[config.mk]
export PLATFORM = sky130hd
export DESIGN_NAME = kwm_min_unit
export DESIGN_NICKNAME = d
export VERILOG_FILES = /design/src/rtl/k_way_sorted_merge_core_macros.svh /design/src/rtl/kwm_pkg.sv /design/src/rtl/kwm_min_unit.sv
export SDC_FILE = /design/constraint.sdc
export NUM_CORES = 1
export LEC_CHECK = 0
export ABC_AREA = 1
export BUFFER_PORTS_ARGS = -buffer_cell sky130_fd_sc_hd__buf_2
export CAP_MARGIN = 20
export CORE_MARGIN = 5
export CORE_UTILIZATION = 43
export DETAILED_ROUTE_END_ITERATION = 8
export PLACE_DENSITY = 0.84
export SETUP_SLACK_MARGIN = 0.3
export SYNTH_ARGS = -nofsm -noshare
export SYNTH_HDL_FRONTEND = slang
export SYNTH_SLANG_ARGS = --single-unit
[constraint.sdc]
create_clock -name i_clk -period 4.1 [get_ports i_clk]
set_clock_uncertainty 0.1 [all_clocks]
set_input_delay 0.82 -clock i_clk [delete_from_list [all_inputs] [get_ports i_clk]]
set_output_delay 0.82 -clock i_clk [all_outputs]
set_load 0.02 [all_outputs]
[src/rtl/k_way_sorted_merge_core_macros.svh]
// Assertion macros shared by the k-way merge RTL.
// No dependencies; included by files that carry concurrent assertions.
`ifndef K_WAY_SORTED_MERGE_CORE_MACROS_SVH
`define K_WAY_SORTED_MERGE_CORE_MACROS_SVH

// Check a property on every clock edge outside of reset.
`define KWM_ASSERT(label, prop, msg) \
    label: assert property (@(posedge i_clk) disable iff (!i_rst_n) (prop)) else $error(msg);

// Check a property on every clock edge, reset cycles included.
`define KWM_ASSERT_ALWAYS(label, prop, msg) \
    label: assert property (@(posedge i_clk) (prop)) else $error(msg);

`endif

[src/rtl/kwm_pkg.sv]
// Shared types and constants of the k-way sorted merge core.
// No dependencies; imported by the core, the minimum unit and the testbench.
package kwm_pkg;

    localparam int ACTION_W   = 2;
    localparam int LIST_IDX_W = 3;
    localparam int POS_W      = 6;
    localparam int VALUE_W    = 32;
    localparam int CNT_CFG_W  = 4;
    localparam int LEN_CFG_W  = 7;
    localparam int CFG_DATA_W = 7;
    localparam int CFG_IDX_W  = 2;
    localparam int IN_DATA_W  = 48;
    localparam int OUT_DATA_W = 32;

    // Slave-side tdata layout, lowest bit first.
    localparam int IN_LIST_LSB  = 0;
    localparam int IN_POS_LSB   = IN_LIST_LSB + LIST_IDX_W;
    localparam int IN_VALUE_LSB = IN_POS_LSB + POS_W;

    localparam logic [CFG_IDX_W-1:0] CFG_LIST_COUNT  = 2'd0;
    localparam logic [CFG_IDX_W-1:0] CFG_LIST_LENGTH = 2'd1;

    typedef enum logic [ACTION_W-1:0] {
        ACT_LOAD    = 2'd0,
        ACT_POP     = 2'd1,
        ACT_RESTART = 2'd2
    } t_action;

    typedef enum logic [1:0] {
        ST_IDLE   = 2'd0,
        ST_SCAN   = 2'd1,
        ST_FINISH = 2'd2,
        ST_EMIT   = 2'd3
    } t_state;

endpackage

[src/rtl/kwm_min_unit.sv]
// Running-minimum unit: one signed comparator shared over all list heads.
// Depends on kwm_pkg for the value width.
module kwm_min_unit
    import kwm_pkg::*;
#(
    parameter int LW = 3,
    parameter int HW = 7
) (
    input  logic                      i_clk,
    input  logic                      i_rst_n,
    input  logic                      i_clear,
    input  logic                      i_sample_valid,
    input  logic signed [VALUE_W-1:0] i_value,
    input  logic [LW-1:0]             i_list,
    input  logic [HW-1:0]             i_pos,
    output logic                      o_found,
    output logic signed [VALUE_W-1:0] o_value,
    output logic [LW-1:0]             o_list,
    output logic [HW-1:0]             o_pos
);

    logic                      r_found;
    logic signed [VALUE_W-1:0] r_value;
    logic [LW-1:0]             r_list;
    logic [HW-1:0]             r_pos;
    logic                      w_take;

    // Strict less-than keeps the lowest list index on equal heads.
    assign w_take = i_sample_valid && (!r_found || (i_value < r_value));

    always_ff @(posedge i_clk) begin
        if (!i_rst_n) begin
            r_found <= 1'b0;
        end else if (i_clear) begin
            r_found <= 1'b0;
        end else if (w_take) begin
            r_found <= 1'b1;
        end
    end

    always_ff @(posedge i_clk) begin
        if (w_take && !i_clear) begin
            r_value <= i_value;
            r_list  <= i_list;
            r_pos   <= i_pos;
        end
    end

    assign o_found = r_found;
    assign o_value = r_value;
    assign o_list  = r_list;
    assign o_pos   = r_pos;

endmodule

# Word-level counts from Yosys, hierarchy flattened
# Index checks and enable logic that the tools add are counted.
# Widths: inputs -> output; s select.
# word_totals
regBits,43
in_bits,46
output_inout_bits,43
wordCells,12
# classes
magnitude_cmp,1
n_bitwise,1
n_reduce_logical,6
# ops
operator,count
$lt 32x32->1,1
$logic_and 1x1->1,2
$logic_not 1->1,2
$reduce_or 2->1,1
$logic_or 1x1->1,1
$not 1->1,1

# Depth between registers and ports, before layout
# Gate-level depths: netlist of run 1.
# depth
word_depth,4
ltp_mapped,15
mapped_depth_nobuf,15

# Worst setup path before layout of run 1
# No wires, ideal clock.
# synth_timing
kind,input to register
startpoint,input i_value[31]
endpoint,"register r_list[0] (netlist: o_list[0]), enable pin"
setup_ns,0.442
arrival_ns,3.550
required_time_ns,3.558
path_slack_ns,0.008
path_stages,9
path_cell_list,ha_1 > a21oi_1 > o21a_2 > nand2_1 > a21oi_1 > nand3_1 > nand2_1 > nor2_1 > nor2_1
# synth_between
elab_chain_len,4
# synth_rtl
item,line_no,source
from (decl),kwm_min_unit.sv:13,"input logic signed [VALUE_W-1:0] i_value,"
$lt 32x32->1,kwm_min_unit.sv:29,assign w_take = i_sample_valid && (!r_found || (i_value < r_value));
$logic_or 1x1->1,kwm_min_unit.sv:29,
$logic_and 1x1->1,kwm_min_unit.sv:29,
$logic_and 1x1->1,kwm_min_unit.sv:42,if (w_take && !i_clear) begin
to (signal assigned),kwm_min_unit.sv:44,r_list <= i_list;
to (decl),kwm_min_unit.sv:24,logic [LW-1:0] r_list;
# No other way between the ends.
# A chain may end at the register's enable or synchronous reset.

# Worst setup path in the final report of run 1
# layout_timing
startpoint,input i_value[5]
endpoint,"register r_value[11] (netlist: o_value[11]), enable pin"
# layout_between
elab_chain_len,4
# layout_rtl
item,line_no,source
$lt 32x32->1,kwm_min_unit.sv:29,
$logic_or 1x1->1,kwm_min_unit.sv:29,
$logic_and 1x1->1,kwm_min_unit.sv:29,
$logic_and 1x1->1,kwm_min_unit.sv:42,
to (signal assigned),kwm_min_unit.sv:43,r_value <= i_value;
to (decl),kwm_min_unit.sv:23,logic signed [VALUE_W-1:0] r_value;
# No other way between the ends.

==> metrics, run 1 <==
Mapped Area 2130 sq um; initial DRC count 50; first-pass GRT wire length 6.741 mm; drt via density 4.461; Top Metal Used met4; most frequent cells in the layout 88 x buf_2, 42 x edfxtp_1, 38 x inv_1, 31 x nand2_1, 31 x ha_1; clk_lat worst skew 0.29 ns; critical path's most frequent cell nand2_1; CP Max Fanout 21; Worst Setup End Kind register; final hold slack 0.4645 ns; Area growth syn-to-layout 32.08%; Max VDD drop 0.1755 mV; CP Data Arrival Time 2.67 ns; FF-to-FF setup slack 1.56 ns; commonest non-fill, non-tap cell in the layout buf_2; crit start category input port; Post-CTS Repair Setup Buffers 0; MaxCap Viol Count 0; Setup CP Type input port to register; DRC errors left 0; WL per Instance 12.25 microns; Synth Area in Compound Gates 0.05347; Crit path max-delay family simple AND/OR/NAND/NOR gates; max-slew violation count 0; Worst Hold Class register to register; flops & latches, synth 43; largest family of logic cells by synthesized area adder cells; Final WS setup 1.305 ns; met3 wire len 346 microns; Max Root-Sink Buffers 2; routability cong. 0.7451; met2 routed WL 2.190 mm; Synth Net Count 261; share of cells above drive strength 1 0.3688; met1 wire length 1.699 mm; Reg2Reg Depth 14; # diodes 0; clk slew on worst S/H paths 0.09 ns; Die Area 6460 sq um; Initial Util 0.4479; nets 358; Tot GR Track Use 0.1378; setup TNS 0 ns; pwr dens 371.8 nW/um^2; RSZ-0062 raised after global routing no; H-tree depth 2; drt pass-1 iters 4; die height 80.38 microns; CTS resizes 0; crit path time final 2.795 ns; pre-CTS WS 0.9618 ns; TritonCTS Buffers 5; initial antenna violation count 0; Num Clock Sinks 43; reg2reg end o_value[11]; cts-stage hold buffer count 0; sum of buffers and inverters on the critical path 2; outcome complete, no violations; Cells after Synth 184; yosys warns 0; DP Wirelength 3.589 mm; Hold Path Depth 2; syn_area_per_cell 11.57 sq um; buffers added on ports 88; Fmax 357.8 MHz; Rows 25; vias in the first global route 1502; Pleak 1.416 nW; synth unique cells 16; CP required 3.98 ns; Chip Width 80.38 microns; hold violation count in the final report 0; Tcrit/Tclk final 0.6817; worst-margin pin slew 0.3438 ns; Root Driver clkbuf_8; Max stage delay on crit path 0.35 ns; CTS tree done; register area share after synthesis 0.6016; post-synthesis adder-cell area fraction 0.1821; antenna-violating nets left 0; Slew Limit Headroom 0.7703; WL final 4.276 mm; Simple-Gate Fraction of Synth Area 0.09224; Synth Area in XOR/XNOR 0; I/O Pins 89; total grt overflow 0; mux contribution to synthesized area 0; largest net degree at the start of global routing 22; RR Startpoint o_value[5]; Core Area 4755 sq um; CP max stage cell buf_4; hold_sp o_found; total number of vias 1557; Final setup viols 0; WHS Endpoint o_found; worst-path cell chain buf_2 -> ha_1 -> a21oi_1 -> nor2_1 -> nor3_2 -> nand2_1 -> nand2_1 -> nand2_1 -> nand2_1 -> nand3_1 -> nand2_1 -> nor2_1 -> nor2_4 -> buf_4
worst max path at each step:
stage	start	endpoint	slack (ns)	cells after the start
after global placement	i_value[5]	o_pos[1]	1.01	14
after detailed placement	i_value[5]	o_pos[5]	0.96	14
after floorplan	i_value[31]	o_list[0]	0.72	9
after CTS	i_value[5]	o_value[14]	1.27	14
after global routing	i_value[5]	o_value[27]	1.12	14
final	i_value[5]	o_value[11]	1.30	14
flip-flops by register name (all words and copies together), names as in the netlist:
| register | cells |
|---|---|
| o_found | 1 |
| o_value | 32 |
| o_list | 3 |
| o_pos | 7 |
through the flow:
stage                     total power, W  cell area (sq um)  cells    util
after detailed placement       0.0006694               2676    341  0.5629
after global routing            0.001097               2813    349  0.5916
after CTS                       0.001059               2813    349  0.5916
final                           0.001046               2813    349  0.5916
after floorplan                0.0006079               2132    184       -
after global placement         0.0006642               2676    341  0.5629
area by class of cell:
class	instances	area, sq um
clock buffers	5	68.82
clock inverters	3	67.56
fillers	435	1942
inverters	40	150.1
multi-input cells	101	705.7
flip-flops and latches	43	1281
well taps	67	83.83
repair buffers	90	455.4
synthesized netlist by cell type:
library cell | number | area [sq um]
inv_2 | 2 | 7.510
nor2_1 | 10 | 37.54
nor2_2 | 1 | 6.260
o21ai_1 | 1 | 5.000
ha_1 | 31 | 387.9
nand3_1 | 3 | 15.01
nand4_1 | 1 | 6.260
nand2_1 | 31 | 116.4
a21oi_1 | 16 | 80.08
edfxtp_1 | 42 | 1261
o21a_2 | 1 | 8.760
nor3_1 | 1 | 5.000
nor3_2 | 1 | 10.01
inv_1 | 38 | 142.6
o21ai_0 | 4 | 20.02
dfxtp_1 | 1 | 20.02
report_power, final:
group | internal [W] | total [W] | leakage, nW | switching, W
Sequential | 0.000506 | 0.000514 | 0.401 | 0.00000799
Combinational | 0.0000569 | 0.000142 | 0.951 | 0.0000856
Clock | 0.000243 | 0.000389 | 0.0644 | 0.000146
Total | 0.000806 | 0.00105 | 1.42 | 0.000240
logic make-up after synthesis:
kind of cell | count (synthesis)
fa+ha+maj | 31
compound gates | 22
flops | 43
simple gates | 48
buf+inv | 40
routing by layer:
layer	track usage	vias to the layer above
met5	0	-
met4	0.04054	0
met3	0.04821	4
met2	0.2492	51
met1	0.1508	691
li1	-	811
worst min-delay path: cells and delay by family, from the launching register on:
family / cells / cell delay (ns)
and+or+nand+nor: 1 / 0.07
DFF: 1 / 0.36
AOI/OAI and AO/OA: 1 / 0.09
(Power assumes the default switching activity.)
==> run 2, diff against run 1 <==
--- a/config.mk
+++ b/config.mk
@@ -5,7 +5,7 @@
 export SDC_FILE = /design/constraint.sdc
 export NUM_CORES = 1
 export LEC_CHECK = 0
-export ABC_AREA = 1
+export ABC_AREA = 0
 export BUFFER_PORTS_ARGS = -buffer_cell sky130_fd_sc_hd__buf_2
 export CAP_MARGIN = 20
 export CORE_MARGIN = 5
==> constraint.sdc (replaced) <==
create_clock -name i_clk -period 2.5 [get_ports i_clk]
set_clock_uncertainty 0.1 [all_clocks]
set_input_delay 0.5 -clock i_clk [delete_from_list [all_inputs] [get_ports i_clk]]
set_output_delay 0.5 -clock i_clk [all_outputs]
set_load 0.02 [all_outputs]
==> run 2 against run 1 <==
Effect of this change: sequential share of layout area fell by 1.9 points; power rose by 53%; wire length rose by 4.7%; non-clock buffer count rose by 7; count of clock-buffer cells in the layout rose by 3; the flow now finishes with violations (negative setup slack); largest power group unchanged; combinational power rose by 92%; register-to-register slack got worse by 1.6 ns; sequential power rose by 64%; first-iteration DRC count fell by 14%; die area fell by 0.47%; critical endpoint unchanged; synthesized area fell by 0.53%; design area rose by 4.4%.
==> metrics, run 2 <==
outcome finished, violations left (was complete, no violations); failing checks negative setup slack; Root Driver clkbuf_8 (unchanged); CP startpoint o_value[21] (was i_value[5]); RR Startpoint o_value[21] (was o_value[5]); Synth Area in XOR/XNOR 0 (unchanged); vias in the first global route 1593 (was 1502); Initial Util 0.4455 (was 0.4479); drt via density 4.690 (was 4.461); Worst Setup End Kind register (unchanged); crit start category register (was input port); clk slew on worst S/H paths 0.08 ns (was 0.09 ns); flops & latches, synth 43 (unchanged); share of cells above drive strength 1 0.4491 (was 0.3688); antenna-violating nets left 0 (unchanged); Hold Path Depth 2 (unchanged); Post-synth top cells 42 x edfxtp_1, 32 x inv_1, 31 x ha_1, 13 x a21oi_1, 7 x nand2_1 (was 42 x edfxtp_1, 38 x inv_1, 31 x ha_1, 31 x nand2_1, 16 x a21oi_1); total number of vias 1557 (unchanged); setup TNS -0.06289 ns (was 0 ns); Core Area 4755 sq um (unchanged); Area growth syn-to-layout 38.57% (was 32.08%); WL final 4.478 mm (was 4.276 mm); number of synthesized flops with an enable pin 42 (unchanged); Mapped Area 2118 sq um (was 2130 sq um); Yosys top cell by area edfxtp_1 (unchanged); CP Max Fanout 18 (was 21); Die Area 6430 sq um (was 6460 sq um); RSZ-0062 raised after global routing yes (was no); DRC errors left 0 (unchanged); fraction of registers with async set/reset 0 (unchanged); pre-CTS WS -0.2307 ns (was 0.9618 ns); largest family of logic cells by synthesized area adder cells (unchanged); first-pass GRT wire length 7.107 mm (was 6.741 mm); most frequent cell after synthesis edfxtp_1 (unchanged); Sequential Area 1281 sq um (unchanged); nets 341 (was 358); largest net degree at the start of global routing 19 (was 22); post-synthesis adder-cell area fraction 0.1831 (was 0.1821); Reg2Reg Depth 11 (was 14); crit path time final 2.508 ns; Main synth FF type edfxtp_1 (unchanged); max FFs per register 32 (unchanged); Fmax 398.8 MHz; Final setup viols 16 (was 0); Synth Area in Compound Gates 0.07974 (was 0.05347); most frequent cells in the layout 88 x buf_2, 42 x edfxtp_1, 28 x inv_1, 27 x ha_1, 11 x a21oi_1 (was 88 x buf_2, 42 x edfxtp_1, 38 x inv_1, 31 x nand2_1, 31 x ha_1); Synth Net Count 237 (was 261); pwr dens 544.7 nW/um^2 (was 371.8 nW/um^2); register area share after synthesis 0.6048 (was 0.6016); buffers added on ports 88 (unchanged); worst-margin pin slew 0.4784 ns (was 0.3438 ns); cts-stage hold buffer count 0 (unchanged); Slew Limit Headroom 0.6728 (was 0.7703); Max Root-Sink Buffers 2 (unchanged); Setup CP Type register to register (was input port to register); hold_sp i_clear (was o_found); DP Wirelength 3.626 mm (was 3.589 mm); Tot GR Track Use 0.1462 (was 0.1378); Tcrit/Tclk final 1.003; Final WS setup -0.007802 ns (was 1.305 ns); Max VDD drop 0.2996 mV (was 0.1755 mV); I/O Pins 89 (unchanged); initial antenna violation count 0 (unchanged); yosys warns 0 (unchanged); Simple-Gate Fraction of Synth Area 0.07561 (was 0.09224); Worst Hold Class input port to register (was register to register); syn_area_per_cell 13.24 sq um (was 11.57 sq um); Overall Power 0.001599 W (was 0.001046 W); WL per Instance 13.49 microns (was 12.25 microns); die height 80.19 microns (was 80.38 microns); H-tree depth 2 (unchanged); CTS tree done (unchanged); CP required 2.46 ns (was 3.98 ns); routability cong. 0.7074 (was 0.7451); Chip Width 80.19 microns (was 80.38 microns); CP Data Arrival Time 2.46 ns (was 2.67 ns); Pleak 1.368 nW (was 1.416 nW); Yosys top cell area share 0.5954 (was 0.5922); TritonCTS Buffers 5 (unchanged); synth unique cells 25 (was 16); mux contribution to synthesized area 0 (unchanged); Synth area leaders edfxtp_1 60%, ha_1 18%, inv_1 5.7%, a21oi_1 3.1%, nand4_1 1.8% (was edfxtp_1 59%, ha_1 18%, inv_1 6.7%, nand2_1 5.5%, a21oi_1 3.8%); Cells after Synth 160 (was 184); commonest non-fill, non-tap cell in the layout buf_2 (unchanged); Layout fillers 401 (was 435); Multi-input gate area 789.5 sq um (was 705.7 sq um); # diodes 0 (unchanged); MaxCap Viol Count 0 (unchanged); drt pass-1 iters 3 (was 4); max-slew violation count 0 (unchanged); hold violation count in the final report 0 (unchanged); total grt overflow 0 (unchanged); clk_lat worst skew 0.29 ns (about the same); initial DRC count 43 (was 50); Num Clock Sinks 43 (unchanged); Rows 25 (unchanged)
[run 2: cell count changes in the layout (fill, tap and decap cells not counted), sizes merged, moves of 3 or more]
cell and change:
clkbuf +3, nand4 +5, inv -8, nand2 -24, nor2 -8, buf +7
[run 2: per-layer routing]
metal | routed length (microns) | global-route usage
met1 | 1864 | 0.1731
met2 | 2201 | 0.2492
met3 | 360 | 0.04933
met4 | 51 | 0.04561
met5 | 0 | 0
[run 2: metrics by stage]
step / hold slack [ns] / utilization / instances / cell area [sq um]
2_1_floorplan: 0.4761 / - / 160 / 2181
3_3_place_gp: 0.4323 / 0.5853 / 322 / 2783
3_5_place_dp: 0.4299 / 0.5853 / 322 / 2783
4_1_cts: 0.2631 / 0.6166 / 332 / 2932
5_1_grt: 0.2568 / 0.6174 / 332 / 2935
6_report: 0.2721 / 0.6174 / 332 / 2935
[run 2: area by class of cell]
class | count | area share
Tap cell | 67 | 0.02856
Multi-Input combinational cell | 85 | 0.2690
Clock buffer | 8 | 0.03410
Inverter | 32 | 0.04092
Timing Repair Buffer | 97 | 0.1910
Sequential cell | 43 | 0.4365
[run 2: what timing repair did]
item                                    4_1_cts  5_1_grt
resized for setup                             4        1
cloned                                        1        0
buffers inserted                              1        0
endpoints found under the setup margin       42       42
[run 2: path summary, 6_finish.rpt]
path	endpoint	slack, ns
worst min register to register	o_found	0.45
worst min-delay path	o_found	0.27
worst max-delay path	o_value[11]	-0.008
worst max register to register	o_value[11]	-0.008
[run 2: cells by family after synthesis]
logic type,after synthesis
buffers and inverters,32
adders and majority gates,31
DFF,43
and+or+nand+nor,27
AOI/OAI and AO/OA,27
[run 2: power by group]
part	leakage [nW]	internal, W	switching (W)
combinational	0.915	0.000124	0.000149
clock	0.0515	0.000252	0.000230
sequential	0.401	0.000830	0.0000136
total	1.37	0.00121	0.000393
[run 2: worst max-delay path, cell delays in order (launching register included)]
cell and delay, ns:
edfxtp_1 0.40, inv_2 0.08, ha_4 0.20, a21oi_2 0.14, o21ai_1 0.09, a221o_1 0.31, a211o_1 0.26, buf_6 0.13
nor3b_4 0.20, nor4_4 0.07, buf_6 0.14, buf_12 0.15
==> run 3, diff against run 2 <==
--- a/config.mk
+++ b/config.mk
@@ -8,8 +8,10 @@
 export ABC_AREA = 0
 export BUFFER_PORTS_ARGS = -buffer_cell sky130_fd_sc_hd__buf_2
 export CAP_MARGIN = 20
+export CELL_PAD_IN_SITES_DETAIL_PLACEMENT = 2
+export CELL_PAD_IN_SITES_GLOBAL_PLACEMENT = 2
 export CORE_MARGIN = 5
-export CORE_UTILIZATION = 43
+export CORE_UTILIZATION = 27
 export DETAILED_ROUTE_END_ITERATION = 8
 export PLACE_DENSITY = 0.84
 export SETUP_SLACK_MARGIN = 0.3
==> run 3 against run 2 <==
Effect of this change: the flow still finishes with violations (negative setup slack); power is 4.4% higher; sequential share of layout area is 1.6 points lower; combinational power is 5% higher; first-iteration DRC count is 7.0% lower; worst setup slack worse by 0.0094 ns; clock power is 12% higher; critical path depth is 1 lower; design area is 3.8% higher; final cell count is 13% higher; register-to-register slack hardly changed; critical path type unchanged; critical endpoint is now o_value[31]; largest power group unchanged.
==> metrics, run 3 (synthesized netlist as in run 2, its figures left out) <==
outcome finished, violations left (unchanged); failing checks negative setup slack (unchanged); Reg2Reg Depth 10 (was 11); Slew Limit Headroom 0.6884 (was 0.6728); drt pass-1 iters 4 (was 3); Core Area 7687 sq um (was 4755 sq um); stages on the worst setup path 10 (was 11); # diodes 0 (unchanged); Max VDD drop 0.2086 mV (was 0.2996 mV); DP Wirelength 4.806 mm (was 3.626 mm); Final setup viols 25 (was 16); Worst Hold Class input port to register (unchanged); Tcrit/Tclk final 1.007 (was 1.003); clk slew on worst S/H paths 0.08 ns (about the same); CP Max Fanout 7 (was 18); most frequent cells in the layout 88 x buf_2, 42 x edfxtp_1, 28 x inv_1, 27 x ha_1, 12 x buf_4 (was 88 x buf_2, 42 x edfxtp_1, 28 x inv_1, 27 x ha_1, 11 x a21oi_1); Final WS setup -0.01717 ns (was -0.007802 ns); commonest non-fill, non-tap cell in the layout buf_2 (unchanged); H-tree depth 2 (unchanged); RSZ-0062 raised after global routing yes (unchanged); Layout fillers 830 (was 401); buffers added on ports 88 (unchanged); Num Clock Sinks 43 (unchanged); Placed Cells 361 (was 322); crit start category register (unchanged); worst-path cell chain inv_2 -> ha_4 -> a21oi_2 -> o21ai_1 -> a221o_1 -> a211o_1 -> nor2b_4 -> nor4_4 -> buf_6 -> buf_4 (was inv_2 -> ha_4 -> a21oi_2 -> o21ai_1 -> a221o_1 -> a211o_1 -> buf_6 -> nor3b_4 -> nor4_4 -> buf_6 -> buf_12); Chip Width 98.58 microns (was 80.19 microns); pre-CTS WS -0.3262 ns (was -0.2307 ns); final hold slack 0.2744 ns (was 0.2721 ns); Tot GR Track Use 0.1238 (was 0.1462); max-slew violation count 0 (unchanged); crit path time final 2.517 ns (was 2.508 ns); Die Area 9717 sq um (was 6430 sq um); max FFs per register 32 (unchanged); Area growth syn-to-layout 43.77% (was 38.57%); first-pass GRT wire length 9.446 mm (was 7.107 mm); hold violation count in the final report 0 (unchanged); total grt overflow 0 (unchanged); Setup CP Type register to register (unchanged); antenna-violating nets left 0 (unchanged); routability cong. 0.7224 (was 0.7074); Initial Util 0.2756 (was 0.4455); MaxCap Viol Count 0 (unchanged); sum of buffers and inverters on the critical path 3 (was 4); Hold Path Depth 2 (unchanged); total number of vias 1625 (was 1557); Worst Setup End Kind register (unchanged); Rows 32 (was 25); initial antenna violation count 0 (unchanged); nets 348 (was 341); largest net degree at the start of global routing 28 (was 19); worst-margin pin slew 0.4556 ns (was 0.4784 ns); TritonCTS Buffers 5 (unchanged); CTS tree done (unchanged); Pleak 1.412 nW (was 1.368 nW); I/O Pins 89 (unchanged); clk_lat worst skew 0.29 ns (about the same); Max Root-Sink Buffers 2 (unchanged); Max stage delay on crit path 0.41 ns (was 0.40 ns); final cell count without fillers 374 (was 332); share of cells above drive strength 1 0.4743 (was 0.4491); vias in the first global route 1945 (was 1593); Multi-input gate area 807.0 sq um (was 789.5 sq um); setup TNS -0.2415 ns (was -0.06289 ns); finished layout cell area 3045 sq um (was 2935 sq um); WL per Instance 15.79 microns (was 13.49 microns); pwr dens 548.2 nW/um^2 (was 544.7 nW/um^2); CP required 2.41 ns (was 2.46 ns); die height 98.58 microns (was 80.19 microns); Sequential Area 1281 sq um (unchanged); CP Data Arrival Time 2.42 ns (was 2.46 ns); Crit path max-delay family compound AO/OA/AOI/OAI gates (unchanged); DRC errors left 0 (unchanged); Root Driver clkbuf_8 (unchanged); Fmax 397.3 MHz (was 398.8 MHz); Placed Area 2844 sq um (was 2783 sq um); CP max stage cell edfxtp_1 (unchanged); WL final 5.907 mm (was 4.478 mm); drt via density 4.345 (was 4.690); initial DRC count 40 (was 43)
## run 3: layer usage
metal  wire length [microns]  global-route usage  share of wire
met5                       0                   0              0
met4                      89             0.03151          0.015
met3                     338             0.03751          0.057
met2                    3236              0.2402           0.55
met1                    2242              0.1283           0.38
## run 3: path summary, 6_finish.rpt
check                            startpoint     endpoint  slack (ns)
worst max register to register  o_value[23]  o_value[31]       -0.02
worst min register to register      o_found      o_found        0.44
worst min-delay path                i_clear      o_found        0.27
worst max-delay path            o_value[23]  o_value[31]       -0.02
## run 3: worst reg2reg max path, cell delays in order, from the launching register on
cell and delay, ns:
edfxtp_1 0.41, inv_2 0.08, ha_4 0.20, a21oi_2 0.14, o21ai_1 0.08, a221o_1 0.33
a211o_1 0.26, nor2b_4 0.14, nor4_4 0.14, buf_6 0.18, buf_4 0.18
## run 3: report_power, final
| part | internal (W) | switching (W) |
|---|---|---|
| logic | 0.000127 | 0.000161 |
| registers | 0.000830 | 0.0000141 |
| clock network | 0.000293 | 0.000245 |
| total | 0.00125 | 0.000420 |
## run 3: final cells by class
type / count / area share
inverters: 32 / 0.03944
clock buffers: 5 / 0.02260
repair buffers: 104 / 0.1976
well taps: 102 / 0.04191
flip-flops and latches: 43 / 0.4207
multi-input cells: 85 / 0.2650
clock inverters: 3 / 0.01274
## run 3: stage by stage
| stage | total power, W | utilization |
|---|---|---|
| 2_1_floorplan | 0.001006 | - |
| 5_1_grt | 0.001764 | 0.3962 |
| 4_1_cts | 0.001694 | 0.3893 |
| 6_report | 0.001670 | 0.3962 |
| 3_3_place_gp | 0.001119 | 0.3700 |
| 3_5_place_dp | 0.001138 | 0.3700 |
## run 3: what timing repair did
action / in CTS / in global routing
pin swaps: 0 / 2
hold buffers: 0 / 0
endpoints found under the hold margin: 0 / 0
cloned: 1 / 1
endpoints found under the setup margin: 42 / 42
buffers inserted: 2 / 1
gates resized for setup: 5 / 5
